`src/rtl/core/mbwrf_pkg.sv`:
```
`timescale 1ns / 1ps
`default_nettype none
// ----------------------------------------------------------------------------
// mbwrf_pkg
// Types, constants and the CRC-16/MODBUS byte step shared by the framer.
// ----------------------------------------------------------------------------
package mbwrf_pkg;

	localparam int FRAME_LEN   = 8;
	localparam int HDR_LEN     = 6;
	localparam int BYTE_CNT_W  = 3;
	localparam int CFG_IDX_W   = 1;
	localparam int CFG_DATA_W  = 8;

	localparam logic [7:0]  FUNC_WRITE_SINGLE = 8'h06;
	localparam logic [7:0]  REG_ADDR_HI       = 8'h00;
	localparam logic [15:0] CRC_INIT          = 16'hFFFF;
	localparam logic [15:0] CRC_POLY          = 16'hA001;

	// configuration register indexes
	localparam logic [CFG_IDX_W-1:0] REG_SLAVE_ADDRESS = 1'd0;
	localparam logic [CFG_IDX_W-1:0] REG_COMMAND_DELAY = 1'd1;

	// frame byte positions used by the front and back end
	localparam logic [BYTE_CNT_W-1:0] POS_LAST_HDR = 3'd5;
	localparam logic [BYTE_CNT_W-1:0] POS_CRC_LO   = 3'd6;
	localparam logic [BYTE_CNT_W-1:0] POS_CRC_HI   = 3'd7;

	typedef struct packed {
		logic [7:0] relay_index;
		logic [7:0] relay_command;
	} req_t;

	typedef struct packed {
		logic [7:0] frame_byte;
		logic       last_byte;
	} rsp_t;

	// one framed request: header bytes plus finished CRC
	typedef struct packed {
		logic [HDR_LEN-1:0][7:0] hdr;
		logic [15:0]             crc;
	} frame_t;

	typedef struct packed {
		logic full;
		logic empty;
	} q_stat_t;

	// reflected CRC-16 over one byte, LSB first
	function automatic logic [15:0] crc_byte(input logic [15:0] crc_in,
			input logic [7:0] data);
		logic [15:0] c;
		c = crc_in ^ {8'h00, data};
		for (int b = 0; b < 8; b++) begin
			if (c[0]) begin
				c = (c >> 1) ^ CRC_POLY;
			end else begin
				c = c >> 1;
			end
		end
		return c;
	endfunction

endpackage
`default_nettype wire

```
`src/rtl/core/modbus_write_register_framer_top.sv`:
```
`timescale 1ns / 1ps
`default_nettype none
// ----------------------------------------------------------------------------
// modbus_write_register_framer_top
// Modbus RTU write-single-register frame builder with CRC-16/MODBUS.
// ----------------------------------------------------------------------------
// Usage:
//   A request (relay index, command) is taken at a clock edge where start is
//   high and busy is low. It yields eight result bytes: slave address, 0x06,
//   0x00, relay index, command, delay, CRC low, CRC high. Each byte is shown
//   for one cycle with result_strobe high; last_byte marks the CRC high byte.
//   The receiver cannot stall; bytes of back-to-back requests run gap-free.
//   Path: with the back end idle, the first byte reaches the result ports
//   after the front end runs the CRC over the six header bytes (one header
//   byte per cycle), the frame queue stores the finished frame and the back
//   end loads it. Pacing: the sustained request rate is set by the one-byte
//   result channel; a two-entry frame queue lets the front take the next
//   request while the back end is still emitting. busy stays high while the
//   CRC runs or a finished frame waits for queue space.
//   Configuration: cfg_we writes cfg_data into register cfg_index
//   (0 slave address, 1 delay byte); write only while idle.
//   Reset: slave address 1, delay 0, queue empty, no request in flight.
// ----------------------------------------------------------------------------
module modbus_write_register_framer_top (
	input  wire logic                             clk,
	input  wire logic                             arst_n,
	input  wire logic                             cfg_we,
	input  wire logic [mbwrf_pkg::CFG_IDX_W-1:0]  cfg_index,
	input  wire logic [mbwrf_pkg::CFG_DATA_W-1:0] cfg_data,
	input  wire logic                             start,
	input  wire mbwrf_pkg::req_t                  req,
	output logic                                  busy,
	output logic                                  result_strobe,
	output mbwrf_pkg::rsp_t                       result
);

	mbwrf_pkg::q_stat_t q_stat;
	mbwrf_pkg::frame_t  push_frame;
	mbwrf_pkg::frame_t  head;
	logic               push;
	logic               pop;

	mbwrf_front u_front (
		.clk        (clk),
		.arst_n     (arst_n),
		.cfg_we     (cfg_we),
		.cfg_index  (cfg_index),
		.cfg_data   (cfg_data),
		.start      (start),
		.req        (req),
		.busy       (busy),
		.q_stat     (q_stat),
		.push       (push),
		.push_frame (push_frame)
	);

	mbwrf_queue u_queue (
		.clk        (clk),
		.arst_n     (arst_n),
		.push       (push),
		.push_frame (push_frame),
		.pop        (pop),
		.head       (head),
		.q_stat     (q_stat)
	);

	mbwrf_back u_back (
		.clk           (clk),
		.arst_n        (arst_n),
		.head          (head),
		.q_stat        (q_stat),
		.pop           (pop),
		.result_strobe (result_strobe),
		.result        (result)
	);

endmodule
`default_nettype wire

```
`src/rtl/core/mbwrf_front.sv`:
```
`timescale 1ns / 1ps
`default_nettype none
// ----------------------------------------------------------------------------
// mbwrf_front
// Holds configuration, accepts requests, builds header and runs the CRC.
// ----------------------------------------------------------------------------
module mbwrf_front (
	input  wire logic                             clk,
	input  wire logic                             arst_n,
	input  wire logic                             cfg_we,
	input  wire logic [mbwrf_pkg::CFG_IDX_W-1:0]  cfg_index,
	input  wire logic [mbwrf_pkg::CFG_DATA_W-1:0] cfg_data,
	input  wire logic                             start,
	input  wire mbwrf_pkg::req_t                  req,
	output logic                                  busy,
	input  wire mbwrf_pkg::q_stat_t               q_stat,
	output logic                                  push,
	output mbwrf_pkg::frame_t                     push_frame
);

	logic [7:0] slave_address_q;
	logic [7:0] command_delay_q;
	logic       active_q;
	logic       pending_q;
	logic [mbwrf_pkg::BYTE_CNT_W-1:0] cnt_q;
	logic [mbwrf_pkg::HDR_LEN-1:0][7:0] hdr_q;
	logic [15:0] crc_q;
	logic [15:0] crc_next;
	logic        last_step;
	logic        accept;

	assign busy      = active_q | pending_q;
	assign accept    = start & ~busy;
	assign crc_next  = mbwrf_pkg::crc_byte(crc_q, hdr_q[cnt_q]);
	assign last_step = active_q & (cnt_q == mbwrf_pkg::POS_LAST_HDR);

	// finished frame goes straight to the queue unless it is full
	assign push = (last_step | pending_q) & ~q_stat.full;
	assign push_frame.hdr = hdr_q;
	assign push_frame.crc = pending_q ? crc_q : crc_next;

	always_ff @(posedge clk or negedge arst_n) begin
		if (!arst_n) begin
			slave_address_q <= 8'd1;
			command_delay_q <= 8'd0;
		end else if (cfg_we) begin
			unique case (cfg_index)
				mbwrf_pkg::REG_SLAVE_ADDRESS: slave_address_q <= cfg_data;
				mbwrf_pkg::REG_COMMAND_DELAY: command_delay_q <= cfg_data;
			endcase
		end
	end

	always_ff @(posedge clk or negedge arst_n) begin
		if (!arst_n) begin
			active_q  <= 1'b0;
			pending_q <= 1'b0;
			cnt_q     <= '0;
		end else begin
			if (accept) begin
				active_q <= 1'b1;
				cnt_q    <= '0;
			end else if (active_q) begin
				cnt_q <= cnt_q + 1'b1;
				if (last_step) begin
					active_q  <= 1'b0;
					pending_q <= q_stat.full;
				end
			end else if (pending_q && !q_stat.full) begin
				pending_q <= 1'b0;
			end
		end
	end

	always_ff @(posedge clk) begin
		if (accept) begin
			hdr_q[0] <= slave_address_q;
			hdr_q[1] <= mbwrf_pkg::FUNC_WRITE_SINGLE;
			hdr_q[2] <= mbwrf_pkg::REG_ADDR_HI;
			hdr_q[3] <= req.relay_index;
			hdr_q[4] <= req.relay_command;
			hdr_q[5] <= command_delay_q;
			crc_q    <= mbwrf_pkg::CRC_INIT;
		end else if (active_q) begin
			crc_q <= crc_next;
		end
	end

endmodule
`default_nettype wire

```
`src/rtl/core/mbwrf_queue.sv`:
```
`timescale 1ns / 1ps
`default_nettype none
// ----------------------------------------------------------------------------
// mbwrf_queue
// Two-entry queue of framed requests between front and back end.
// ----------------------------------------------------------------------------
module mbwrf_queue (
	input  wire logic               clk,
	input  wire logic               arst_n,
	input  wire logic               push,
	input  wire mbwrf_pkg::frame_t  push_frame,
	input  wire logic               pop,
	output mbwrf_pkg::frame_t       head,
	output mbwrf_pkg::q_stat_t      q_stat
);

	mbwrf_pkg::frame_t mem_q [2];
	logic       wr_ptr_q;
	logic       rd_ptr_q;
	logic [1:0] count_q;
	logic       do_push;
	logic       do_pop;

	assign q_stat.full  = count_q == 2'd2;
	assign q_stat.empty = count_q == 2'd0;
	assign do_push = push & ~q_stat.full;
	assign do_pop  = pop & ~q_stat.empty;
	assign head    = mem_q[rd_ptr_q];

	always_ff @(posedge clk or negedge arst_n) begin
		if (!arst_n) begin
			wr_ptr_q <= 1'b0;
			rd_ptr_q <= 1'b0;
			count_q  <= 2'd0;
		end else begin
			if (do_push) begin
				wr_ptr_q <= ~wr_ptr_q;
			end
			if (do_pop) begin
				rd_ptr_q <= ~rd_ptr_q;
			end
			if (do_push && !do_pop) begin
				count_q <= count_q + 2'd1;
			end else if (do_pop && !do_push) begin
				count_q <= count_q - 2'd1;
			end
		end
	end

	always_ff @(posedge clk) begin
		if (do_push) begin
			mem_q[wr_ptr_q] <= push_frame;
		end
	end

endmodule
`default_nettype wire

```
`src/rtl/core/mbwrf_back.sv`:
```
`timescale 1ns / 1ps
`default_nettype none
// ----------------------------------------------------------------------------
// mbwrf_back
// Serializes one queued frame into eight result bytes, one per cycle.
// ----------------------------------------------------------------------------
module mbwrf_back (
	input  wire logic               clk,
	input  wire logic               arst_n,
	input  wire mbwrf_pkg::frame_t  head,
	input  wire mbwrf_pkg::q_stat_t q_stat,
	output logic                    pop,
	output logic                    result_strobe,
	output mbwrf_pkg::rsp_t         result
);

	logic                              active_q;
	logic [mbwrf_pkg::BYTE_CNT_W-1:0]  cnt_q;
	mbwrf_pkg::frame_t                 frame_q;
	logic                              at_last;

	assign at_last = cnt_q == mbwrf_pkg::POS_CRC_HI;
	// next frame loads during the last byte so bytes run without a gap
	assign pop = ~q_stat.empty & (~active_q | at_last);

	assign result_strobe    = active_q;
	assign result.last_byte = at_last;

	always_comb begin
		unique case (cnt_q)
			mbwrf_pkg::POS_CRC_LO: result.frame_byte = frame_q.crc[7:0];
			mbwrf_pkg::POS_CRC_HI: result.frame_byte = frame_q.crc[15:8];
			default:               result.frame_byte = frame_q.hdr[cnt_q];
		endcase
	end

	always_ff @(posedge clk or negedge arst_n) begin
		if (!arst_n) begin
			active_q <= 1'b0;
			cnt_q    <= '0;
		end else if (pop) begin
			active_q <= 1'b1;
			cnt_q    <= '0;
		end else if (active_q) begin
			cnt_q <= cnt_q + 1'b1;
			if (at_last) begin
				active_q <= 1'b0;
			end
		end
	end

	always_ff @(posedge clk) begin
		if (pop) begin
			frame_q <= head;
		end
	end

endmodule
`default_nettype wire
```
`config.mk`:
```
export PLATFORM = sky130hd
export DESIGN_NAME = modbus_write_register_framer_top
export DESIGN_NICKNAME = d
export VERILOG_FILES = /design/src/rtl/core/mbwrf_pkg.sv /design/src/rtl/core/modbus_write_register_framer_top.sv /design/src/rtl/core/mbwrf_front.sv /design/src/rtl/core/mbwrf_queue.sv /design/src/rtl/core/mbwrf_back.sv
export SDC_FILE = /design/constraint.sdc
export NUM_CORES = 1
export LEC_CHECK = 0
export BUFFER_PORTS_ARGS = -buffer_cell sky130_fd_sc_hd__buf_2
export CAP_MARGIN = 20
export CORE_UTILIZATION = 35
export CTS_BUF_LIST = sky130_fd_sc_hd__clkbuf_16
export CTS_CLUSTER_SIZE = 24
export DETAILED_ROUTE_END_ITERATION = 7
export GPL_ROUTABILITY_DRIVEN = 1
export GPL_TIMING_DRIVEN = 0
export HOLD_SLACK_MARGIN = 0.12
export PLACE_DENSITY = 0.61
export SETUP_SLACK_MARGIN = 0.5
export SYNTH_ARGS = -nofsm -noshare
export SYNTH_HDL_FRONTEND = slang
export SYNTH_SLANG_ARGS = --single-unit
```
`constraint.sdc`:
```
create_clock -name clk -period 8.65 [get_ports clk]
set_clock_uncertainty 0.1 [all_clocks]
set_input_delay 1.73 -clock clk [delete_from_list [all_inputs] [get_ports clk]]
set_output_delay 1.73 -clock clk [all_outputs]
set_load 0.1 [all_outputs]
```
# Yosys cells after proc, flatten, opt, wreduce, memory -nomap -nowiden
# Memory sizes are Yosys's and may differ from the RTL's. A register that Yosys moved wholly into a read port is not among the register bits.
# Cells that the tools add are included.
[op_classes] eq_ne=5 n_shift=0 order_cmp=2 bitwise_logic=26 add_sub_neg=4 n_mux=31 n_mul=0 reduce_logical=14 div=0
[op_table] op="$mux 16" count=9
[op_table] op="$bmux 8 s3" count=2
[op_table] op="$not 2->3" count=8
[op_table] op="$mux 8" count=2
[op_table] op="$pmux 8 s2" count=1
[op_table] op="$xor 16x8->16" count=1
[op_table] op="$mux 3" count=4
[op_table] op="$mux 1" count=11
[op_table] op="$eq 3x3->1 const B" count=3
[op_table] op="$lt 3x4->1 const B" count=2
[op_table] op="$not 1->1" count=8
[op_table] op="$reduce_bool 2->1" count=4
[op_table] op="$add 3x1->3 const B" count=2
[op_table] op="$and 1x1->1" count=6
[op_table] op="$mux 2" count=2
[op_table] op="$reduce_and 2->1" count=2
[op_table] op="$logic_and 1x1->1" count=3
[op_table] op="$logic_not 1->1" count=3
[op_table] op="$or 1x1->1" count=3
[op_table] op="$reduce_and 3->1" count=1
[op_table] op="$add 2x1->2 const B" count=1
[op_table] op="$eq 2x2->1 const B" count=1
[op_table] op="$logic_not 2->1" count=1
[op_table] op="$ne 2x2->1 const B" count=1
[op_table] op="$sub 2x1->2 const B" count=1
[word_totals] mem_bits_ro=0 in_bits=29 mem_bits_rw=96 elab_cells=100 latchBits=0 reg_bits=93 memories=1
[memory_table] name="u_queue.mem_q" depth=2 width=48 rd=1 rd_ports_with_merged_regs=1 write_ports=1 line_no="mbwrf_queue.sv:17" text="mbwrf_pkg::frame_t mem_q [2];"

# Longest topological paths before layout
# Gate-level depths: netlist of the first run.
[logic_depth] depth_word=20 ltp_mapped=9

# Hierarchy
# Synthesis of the first run repeated with hierarchy kept, for this count alone.
[unflattened] cells_unflattened=614 hier_area_um2=10919.2
[by_module_without_submodules] module="mbwrf_queue" area_per_inst_um2=5021.1 seq_area_each_um2=3943.8 n_inst=1 cells_each=218
[by_module_without_submodules] module="mbwrf_front" area_per_inst_um2=3200.6 seq_area_each_um2=1808.0 n_inst=1 cells_each=250
[by_module_without_submodules] module="mbwrf_back" area_per_inst_um2=2697.6 seq_area_each_um2=2021.9 n_inst=1 cells_each=146

# Worst setup path before layout of the first run
# OpenSTA, ideal clock, no wires.
[synth_path] path_kind="flip-flop to output port" startpoint="register u_back.cnt_q[0] (netlist bit)" endpoint="output port result[1] (netlist bit)" path_stages_with_launch=10 setup_slack_ps=2779 arrival_time_ps=4041 n_path_buf=4 t_required_ps=6820 cell_sequence="dfrtp_1 -> clkbuf_1 -> clkbuf_1 -> inv_1 -> ha_1 -> and2_1 -> clkbuf_1 -> or2_2 -> clkbuf_1 -> o21ai_0"
[synth_rtl] element="start, declared" line_no="mbwrf_back.sv:18" text="logic [mbwrf_pkg::BYTE_CNT_W-1:0] cnt_q;"
[synth_rtl] element="start signal, assigned" line_no="mbwrf_back.sv:45" text="cnt_q <= cnt_q + 1'b1;"
[synth_rtl] element="end, declared" line_no="modbus_write_register_framer_top.sv:34" text="output mbwrf_pkg::rsp_t result"

==> metrics.log, run 1 <==
INFO  metric cts_tree = built
INFO  metric post_synth_main_area_contributors = sky130_fd_sc_hd__edfxtp_1 (60%), sky130_fd_sc_hd__mux2_2 (10%), sky130_fd_sc_hd__dfrtp_1 (7.9%), sky130_fd_sc_hd__dfxtp_1 (3.6%), sky130_fd_sc_hd__xor2_1 (1.4%)
INFO  metric antenna-diode-count = 0
INFO  metric wl_per_cell = 18.3 um
INFO  metric synth_cell_types = between 40 and 50
INFO  metric grt_antenna_before_repair = 0
INFO  metric ys_ff_latch = roughly 220
INFO  metric filler_cell_count = approximately 2200
INFO  metric synth_xor_xnor_area_share = 3.96%
INFO  metric grt_first_pass_wirelength = 27600 um
INFO  metric cts_root_buffer = sky130_fd_sc_hd__clkbuf_16
INFO  metric place.detailed.hpwl = 12300 um
INFO  metric worstSetupStartpointType = flop
INFO  metric cp_data_arrival_time = around 3.7 ns
INFO  metric final_critical_path_setup_slack = 3.08 ns
INFO  metric residual_drc_count = 0
INFO  metric synth_sequential_area_ratio = a little under three quarters
INFO  metric area_occupied_by_registers = 6330 um^2
INFO  metric detail_route.iter0.violations = about 420
INFO  metric post_cts.repair.setup_buffers = 0
INFO  metric initial_utilization = 36.1%
INFO  metric boundaryPins = 40
INFO  metric edff_count_synth = between 150 and 200
INFO  metric critical_path_class = reg -> out
INFO  metric die_area = 25900 um^2
INFO  metric synthSimpleGateAreaFrac = 4.86%
INFO  metric synthesis.area = a little under 9000 um^2
INFO  metric fp.coreArea = 24500 um^2
INFO  metric outcome = finished clean
INFO  metric cts_buffer_depth = 3
INFO  metric synthesis.nets = 573
INFO  metric ys_async_sr_fraction = 13.1%
INFO  metric synth-warning-count = 0
INFO  metric synth_mux_area_share = between 10 and 15%
INFO  metric synth_largest_type_area_fraction = roughly 60%
INFO  metric post_cts_resize_count = 0
INFO  metric timing.hold.worst.class = reg -> reg
INFO  metric row_count = between 50 and 60
INFO  metric numCtsBuffers = 22
INFO  metric fin_crit = 5.57 ns
INFO  metric route.antenna.remaining_nets = 0
INFO  metric aggregate_negative_setup_slack = 0 ns
INFO  metric drt-pass1-iter-count = 4
INFO  metric grt_setup_unrepaired = false
INFO  metric first_global_vias = ~4800
INFO  metric maxCapViolCount = 0
INFO  metric wirelength = around 17000 um
INFO  metric slew_headroom = approximately half
INFO  metric syn2layout_area_growth = 15.9%
INFO  metric placer_s_final_routability_congestion_estimate = just under 0.9
INFO  metric dominant_combinational_cell_family_by_area_after_synthesis = multiplexers
INFO  metric fin_nets = 643
INFO  metric synth_area_leader_cell = sky130_fd_sc_hd__edfxtp_1
INFO  metric pin_count_of_the_biggest_net_entering_global_routing = 42
INFO  metric compound_gate_portion_of_the_synthesized_area = between 5 and 6%
INFO  metric timing_max_transition_violations_final = 0
INFO  metric htree_levels = 1
INFO  metric die_height = 161 um
INFO  metric finalCritPeriodShare = 64.4%
INFO  metric netlist_instances = 538
INFO  metric required_time_of_the_worst_setup_path = about 6.8 ns
INFO  metric via_density_per_instance = 4.88
INFO  metric critPathMaxFanout = 10
INFO  metric grt-ovfl-total = 0
INFO  metric critPathCaptureType = output port
INFO  metric path_clk_slew = ~0.060 ns
INFO  metric tightest_slew = 0.734 ns
INFO  metric clkSinkCount = around 220
INFO  metric timing_hold_violations_final = 0
INFO  metric achievable-frequency = 179 MHz
INFO  metric setup_viol_count_final = 0
INFO  metric cts_hold_repair.buffers = 0
INFO  metric gr-usage-all-layers = 13.9%
INFO  metric area_share_of_fa_ha_maj_cells_after_synthesis = less than 1%
INFO  metric die_width = 161 um
INFO  metric via_count = 4626
INFO  metric worst_skew_pair.late_latency = 0.50 ns
INFO  metric numPortBuffers = 39
INFO  metric place_ws = roughly 3.6 ns
INFO  metric layout-drive-gt1-share = between 20 and 30%
INFO  metric synth_ff_type = sky130_fd_sc_hd__edfxtp_1
INFO  metric syn-mean-instance-area = 16.5 um^2
INFO  metric total_area_of_multi_input_combinational_cells = 2350 um^2
-- cell families (layout without fill, tap and decap cells) --
logic type	after synthesis	count (layout)
adders and majority gates	6	6
muxes	91	91
DFF	221	221
and+or+nand+nor	83	83
AOI/OAI and AO/OA	76	76
buffers and inverters	33	119
xor gates and xnor gates	28	28
-- worst max-delay path: stages (launching register included) --
cell,delay [ns]
sky130_fd_sc_hd__dfrtp_1,0.35
sky130_fd_sc_hd__clkbuf_1,0.40
sky130_fd_sc_hd__clkbuf_1,0.43
sky130_fd_sc_hd__inv_1,0.13
sky130_fd_sc_hd__ha_1,0.22
sky130_fd_sc_hd__and2_1,0.16
sky130_fd_sc_hd__clkbuf_1,0.21
sky130_fd_sc_hd__or2_2,0.33
sky130_fd_sc_hd__clkbuf_1,0.17
sky130_fd_sc_hd__o21ai_0,0.34
sky130_fd_sc_hd__buf_2,0.50
-- synth_stat cells, types with 3 or more instances --
master / n
sky130_fd_sc_hd__a21oi_1: 15
sky130_fd_sc_hd__a22oi_1: 16
sky130_fd_sc_hd__buf_1: 4
sky130_fd_sc_hd__buf_6: 3
sky130_fd_sc_hd__clkbuf_1: 16
sky130_fd_sc_hd__dfrtp_1: 28
sky130_fd_sc_hd__dfxtp_1: 16
sky130_fd_sc_hd__edfxtp_1: 176
sky130_fd_sc_hd__ha_1: 6
sky130_fd_sc_hd__inv_1: 4
sky130_fd_sc_hd__mux2_2: 81
sky130_fd_sc_hd__mux2i_1: 9
sky130_fd_sc_hd__nand2_1: 22
sky130_fd_sc_hd__nand2b_1: 6
sky130_fd_sc_hd__nand4b_1: 5
sky130_fd_sc_hd__nor2_1: 28
sky130_fd_sc_hd__nor3_1: 7
sky130_fd_sc_hd__o211ai_2: 3
sky130_fd_sc_hd__o21ai_0: 22
sky130_fd_sc_hd__o21ai_1: 6
sky130_fd_sc_hd__o22ai_1: 3
sky130_fd_sc_hd__or4b_1: 4
sky130_fd_sc_hd__xnor2_1: 6
sky130_fd_sc_hd__xor2_1: 14
sky130_fd_sc_hd__xor2_2: 3
-- per-stage QoR --
step / hold slack [ns] / util [%] / instances / cell area (um^2)
2_1_floorplan: 0.319 / - / 538 / 8860
3_3_place_gp: 0.326 / 38.5 / 901 / 9460
3_5_place_dp: 0.328 / 39.0 / 908 / 9570
4_1_cts: 0.343 / 41.8 / 948 / 10300
5_1_grt: 0.359 / 41.8 / 948 / 10300
6_report: 0.337 / 41.8 / 948 / 10300
-- area by class of cell --
| class | instances | share of cell area (%) |
|---|---|---|
| Multi-Input combinational cell | 284 | 22.9 |
| Clock buffer | 24 | 5.85 |
| Sequential cell | 221 | 61.7 |
| Inverter | 4 | 0.146 |
| Tap cell | 324 | 3.95 |
| Timing Repair Buffer | 46 | 2.91 |
| Clock inverter | 16 | 0.951 |
| Buffer | 29 | 1.57 |
-- routing by layer --
metal	up-vias	wire length, um	GRT usage [%]
met3	29	760	1.75
met4	0	461	4.85
met2	97	8000	21.6
met5	-	0	0
li1	2164	-	-
met1	2336	8170	20.0
-- placed cells by master (no fill, tap or decap), types with 3 or more instances in the layout --
| cell | count |
|---|---|
| sky130_fd_sc_hd__a21oi_1 | 15 |
| sky130_fd_sc_hd__a22oi_1 | 16 |
| sky130_fd_sc_hd__buf_1 | 4 |
| sky130_fd_sc_hd__buf_2 | 41 |
| sky130_fd_sc_hd__buf_6 | 8 |
| sky130_fd_sc_hd__clkbuf_1 | 16 |
| sky130_fd_sc_hd__clkbuf_16 | 24 |
| sky130_fd_sc_hd__clkinv_1 | 5 |
| sky130_fd_sc_hd__clkinv_2 | 5 |
| sky130_fd_sc_hd__dfrtp_1 | 28 |
| sky130_fd_sc_hd__dfxtp_1 | 16 |
| sky130_fd_sc_hd__edfxtp_1 | 176 |
| sky130_fd_sc_hd__ha_1 | 6 |
| sky130_fd_sc_hd__inv_1 | 6 |
| sky130_fd_sc_hd__mux2_2 | 81 |
| sky130_fd_sc_hd__mux2i_1 | 9 |
| sky130_fd_sc_hd__nand2_1 | 22 |
| sky130_fd_sc_hd__nand2b_1 | 6 |
| sky130_fd_sc_hd__nand4b_1 | 5 |
| sky130_fd_sc_hd__nor2_1 | 28 |
| sky130_fd_sc_hd__nor3_1 | 6 |
| sky130_fd_sc_hd__o211ai_2 | 3 |
| sky130_fd_sc_hd__o21ai_0 | 22 |
| sky130_fd_sc_hd__o21ai_1 | 6 |
| sky130_fd_sc_hd__o22ai_1 | 3 |
| sky130_fd_sc_hd__or4b_1 | 4 |
| sky130_fd_sc_hd__xnor2_1 | 6 |
| sky130_fd_sc_hd__xor2_1 | 14 |
| sky130_fd_sc_hd__xor2_2 | 3 |
-- final timing paths --
kind / start / to / slack [ns] / cells after the start
setup / recovery: u_back.cnt_q[0] / result[3] / 3.08 / 10
hold / removal: u_front.command_delay_q[1] / u_front.push_frame[57] / 0.34 / 0
setup reg to reg: u_front.cnt_q[0] / u_queue.mem_q[0][15] / 5.54 / 9
hold reg to reg: u_front.command_delay_q[1] / u_front.push_frame[57] / 0.34 / 0
max in group asynchronous: arst_n / u_back.cnt_q[0] / 6.78 / 1
min in group asynchronous: arst_n / u_front.command_delay_q[5] / 1.19 / 1
-- sequential cells by signal, summed over array words and instances (netlist names), 2 cells and up --
signal and count:
u_back.cnt_q 3, u_back.frame_q 48, u_front.cnt_q 3, u_front.command_delay_q 8
u_front.crc_q 16, u_front.push_frame 32, u_front.slave_address_q 8, u_queue.count_q 2
u_queue.mem_q 96
Power of run 1 is left out: the tool's default activity adds up to more than one toggle a clock period on the data nets, which glitch-free logic cannot reach.
==> run 2, diff against run 1 <==
--- a/config.mk
+++ b/config.mk
@@ -5,6 +5,7 @@
 export SDC_FILE = /design/constraint.sdc
 export NUM_CORES = 1
 export LEC_CHECK = 0
+export ABC_AREA = 1
 export BUFFER_PORTS_ARGS = -buffer_cell sky130_fd_sc_hd__buf_2
 export CAP_MARGIN = 20
 export CORE_UTILIZATION = 35
==> constraint.sdc (replaced) <==
create_clock -name clk -period 5.35 [get_ports clk]
set_clock_uncertainty 0.1 [all_clocks]
set_input_delay 1.07 -clock clk [delete_from_list [all_inputs] [get_ports clk]]
set_output_delay 1.07 -clock clk [all_outputs]
set_load 0.1 [all_outputs]
==> run 2 against run 1 <==
Die area is 4.3% higher. Cell area up 5.2%. Clock-buffer cell count unchanged. First-iteration DRC count down 0.95%. Cell count rose by 31%. Via count grew 24%. Utilization decreased by 0.30 points. Global-route usage rose by 0.74 points. Register-to-register slack lost 3.2 ns. Wire length up 9.3%. Synthesized cell count grew 52%. Non-clock buffer count is 2 higher. Critical path type unchanged. Critical endpoint is now result[6]. Largest cell class unchanged.
==> metrics.log, run 2 <==
INFO  metric outcome = finished clean
INFO  metric route.antenna.remaining_nets = 0 (unchanged)
INFO  metric detail_route.iter0.violations = 419 (-0.95%)
INFO  metric drt-pass1-iter-count = 5 (+1)
INFO  metric cts_root_buffer = sky130_fd_sc_hd__clkbuf_16
INFO  metric syn-mean-instance-area = 11.3 um^2 (-31%)
INFO  metric initial_utilization = 35.6% (-0.51 points)
INFO  metric grt-ovfl-total = 0 (unchanged)
INFO  metric die_width = 165 um (+2.2%)
INFO  metric required_time_of_the_worst_setup_path = 4.18 ns (-2.64 ns)
INFO  metric synth-warning-count = 0 (unchanged)
INFO  metric slowest_delay = 0.47 ns (-0.03 ns)
INFO  metric synth_cell_types = 40 (-17%)
INFO  metric clkSinkCount = 221 (unchanged)
INFO  metric grt_first_pass_wirelength = 30000 um (+8.8%)
INFO  metric timing.hold.ws = 0.349 ns (+0.0123 ns)
INFO  metric layout.cells.most_common = sky130_fd_sc_hd__nand2_1
INFO  metric timing_max_transition_violations_final = 0 (unchanged)
INFO  metric timing.hold.worst.class = reg -> reg
INFO  metric layout-drive-gt1-share = 15.8% (-14 points)
INFO  metric postLayoutCellArea = 10800 um^2 (+5.2%)
INFO  metric crit_path_frequent_cell = sky130_fd_sc_hd__clkbuf_1
INFO  metric slew_headroom = 50.2% (-0.62 points)
INFO  metric placer_s_final_routability_congestion_estimate = 0.806 (-7.0%)
INFO  metric critical_path.slowest_cell = sky130_fd_sc_hd__a21oi_1
INFO  metric ys_ff_latch = 221 (unchanged)
INFO  metric netlist_instances = 818 (+52%)
INFO  metric wl_per_cell = 15.3 um (-16%)
INFO  metric synthesis.nets = 853 (+49%)
INFO  metric top_register = u_queue.mem_q
INFO  metric pin_count_of_the_biggest_net_entering_global_routing = 32 (-24%)
INFO  metric antenna-diode-count = 0 (unchanged)
INFO  metric cp_num_buf_inv = 5 (-1)
INFO  metric worstSetupStartpointType = flop
INFO  metric syn2layout_area_growth = 16.8%
INFO  metric wirelength = 19000 um (+9.3%)
INFO  metric grt_antenna_before_repair = 0 (unchanged)
INFO  metric critical_path_class = reg -> out
INFO  metric fp.coreArea = 26000 um^2 (+5.9%)
INFO  metric place_ws = 1.36 ns (-2.26 ns)
INFO  metric synth_ff_type = sky130_fd_sc_hd__edfxtp_1
INFO  metric cts_tree = built
INFO  metric numPortBuffers = 39 (unchanged)
INFO  metric setup_viol_count_final = 0 (unchanged)
INFO  metric path_delay_family = buffers and inverters
INFO  metric synth_sequential_area_ratio = 68.5% (-3.0 points)
INFO  metric tightest_slew = 0.748 ns (+0.0134 ns)
INFO  metric mostFrequentLayoutCells = sky130_fd_sc_hd__nand2_1 (254), sky130_fd_sc_hd__edfxtp_1 (176), sky130_fd_sc_hd__nand3_1 (67)
INFO  metric fin_nets = 923 (+44%)
INFO  metric flip_flop_count_of_the_largest_register_after_layout = 96 (unchanged)
INFO  metric dp_area = 10000 um^2 (+4.6%)
INFO  metric cts_buffer_depth = 3 (unchanged)
INFO  metric via_density_per_instance = 4.61 (-5.6%)
INFO  metric via_count = 5719 (+24%)
INFO  metric row_count = 59 (+3.5%)
INFO  metric place.detailed.hpwl = 13700 um (+11%)
INFO  metric ys_async_sr_fraction = 13.1% (unchanged)
INFO  metric die_area = 27100 um^2 (+4.3%)
INFO  metric critPathCaptureType = output port
INFO  metric path_cells = clkbuf_1, inv_1, clkbuf_1, ha_1, clkbuf_1, a21oi_1, nand2_1, nand3_1, buf_2
INFO  metric boundaryPins = 40 (unchanged)
INFO  metric finalCritPeriodShare = 84.7%
INFO  metric htree_levels = 1 (unchanged)
INFO  metric synth_area_leader_cell = sky130_fd_sc_hd__edfxtp_1
INFO  metric post_synth_main_area_contributors = sky130_fd_sc_hd__edfxtp_1 (57%), sky130_fd_sc_hd__nand2_1 (10%), sky130_fd_sc_hd__dfrtp_1 (7.6%), sky130_fd_sc_hd__nand3_1 (3.6%), sky130_fd_sc_hd__dfxtp_1 (3.5%)
INFO  metric grt_setup_unrepaired = false
INFO  metric synth.cells.most_frequent = sky130_fd_sc_hd__nand2_1 (254), sky130_fd_sc_hd__edfxtp_1 (176), sky130_fd_sc_hd__nand3_1 (67), sky130_fd_sc_hd__inv_1 (57), sky130_fd_sc_hd__o21ai_0 (51)
INFO  metric timing_hold_violations_final = 0 (unchanged)
INFO  metric yosysMostFrequentCell = sky130_fd_sc_hd__nand2_1
INFO  metric edff_count_synth = 176 (unchanged)
INFO  metric path_clk_slew = 0.06 ns (about the same)
INFO  metric gr-usage-all-layers = 14.6% (+0.74 points)
INFO  metric first_global_vias = 5398 (+12%)
INFO  metric numCtsBuffers = 24 (+9.1%)
INFO  metric die_height = 165 um (+2.2%)
INFO  metric achievable-frequency = 221 MHz
INFO  metric residual_drc_count = 0 (unchanged)
INFO  metric final_critical_path_setup_slack = 0.818 ns (-2.26 ns)
INFO  metric synth_largest_type_area_fraction = 57.2% (-2.5 points)
INFO  metric cts_hold_repair.buffers = 0 (unchanged)
INFO  metric post_cts_resize_count = 0 (unchanged)
INFO  metric critPathMaxFanout = 10 (unchanged)
INFO  metric post_cts.repair.setup_buffers = 0 (unchanged)
INFO  metric aggregate_negative_setup_slack = 0 ns (unchanged)
INFO  metric filler_cell_count = 2444 (+9.6%)
INFO  metric synthesis.area = 9250 um^2 (+4.4%)
INFO  metric fin_crit = 4.53 ns
INFO  metric cp_data_arrival_time = 3.36 ns (-0.38 ns)
INFO  metric maxCapViolCount = 0 (unchanged)
INFO  metric worst_skew_pair.late_latency = 0.51 ns (about the same)
-- run 2: final cells by class --
type | instances | area (um^2) | share of cell area [%]
tap | 335 | 419 | 3.88
sequential | 221 | 6330 | 58.7
clock inverter | 20 | 185 | 1.72
clock buffer | 24 | 601 | 5.56
inverter | 64 | 243 | 2.25
timing repair buffer | 44 | 318 | 2.94
buffer | 33 | 175 | 1.62
multi-input combinational | 500 | 2520 | 23.4
-- run 2: stage by stage --
stage               util (%)  cells
floorplan                  -    818
global placement        37.9   1192
detailed placement      38.5   1197
CTS                     41.5   1241
global route            41.5   1241
finish                  41.5   1241
-- run 2: worst register-to-register path, cell delays in order, from the launching register on --
cell                       delay (ns)
sky130_fd_sc_hd__dfrtp_1         0.33
sky130_fd_sc_hd__clkbuf_1        0.38
sky130_fd_sc_hd__nor2_1          0.17
sky130_fd_sc_hd__nand2_1         0.19
sky130_fd_sc_hd__inv_1           0.24
sky130_fd_sc_hd__nor2_1          0.62
sky130_fd_sc_hd__clkinv_1        0.51
sky130_fd_sc_hd__o22ai_1         0.29
sky130_fd_sc_hd__inv_1           0.05
-- run 2: path summary, 6_finish.rpt --
kind | from | to | slack [ns] | depth (start not counted)
max | u_back.cnt_q[0] | result[6] | 0.82 | 9
min | u_front.command_delay_q[6] | u_front.push_frame[62] | 0.35 | 0
max reg2reg | u_front.active_q | u_front.crc_q[6] | 2.35 | 8
min reg2reg | u_front.command_delay_q[6] | u_front.push_frame[62] | 0.35 | 0
max in group asynchronous | arst_n | u_front.command_delay_q[7] | 4.14 | 1
min in group asynchronous | arst_n | u_back.cnt_q[0] | 0.51 | 1
-- run 2: cell families after synthesis --
group / synth area share (%)
buffers and inverters: 4.52
AND/OR/NAND/NOR: 18.8
flip-flops: 68.5
AO/OA/AOI/OAI: 5.64
XOR/XNOR: 1.75
adder cells (fa/ha/maj): 0.812
-- run 2: metal layers --
| metal | vias to the layer above | part of all wire, % | GRT usage [%] |
|---|---|---|---|
| li1 | 2912 | - | - |
| met1 | 2639 | 48 | 20.7 |
| met2 | 136 | 44 | 22.7 |
| met3 | 32 | 5.0 | 2.54 |
| met4 | 0 | 2.8 | 5.00 |
| met5 | - | 0 | 0 |
Power of run 2 is left out for the same reason.
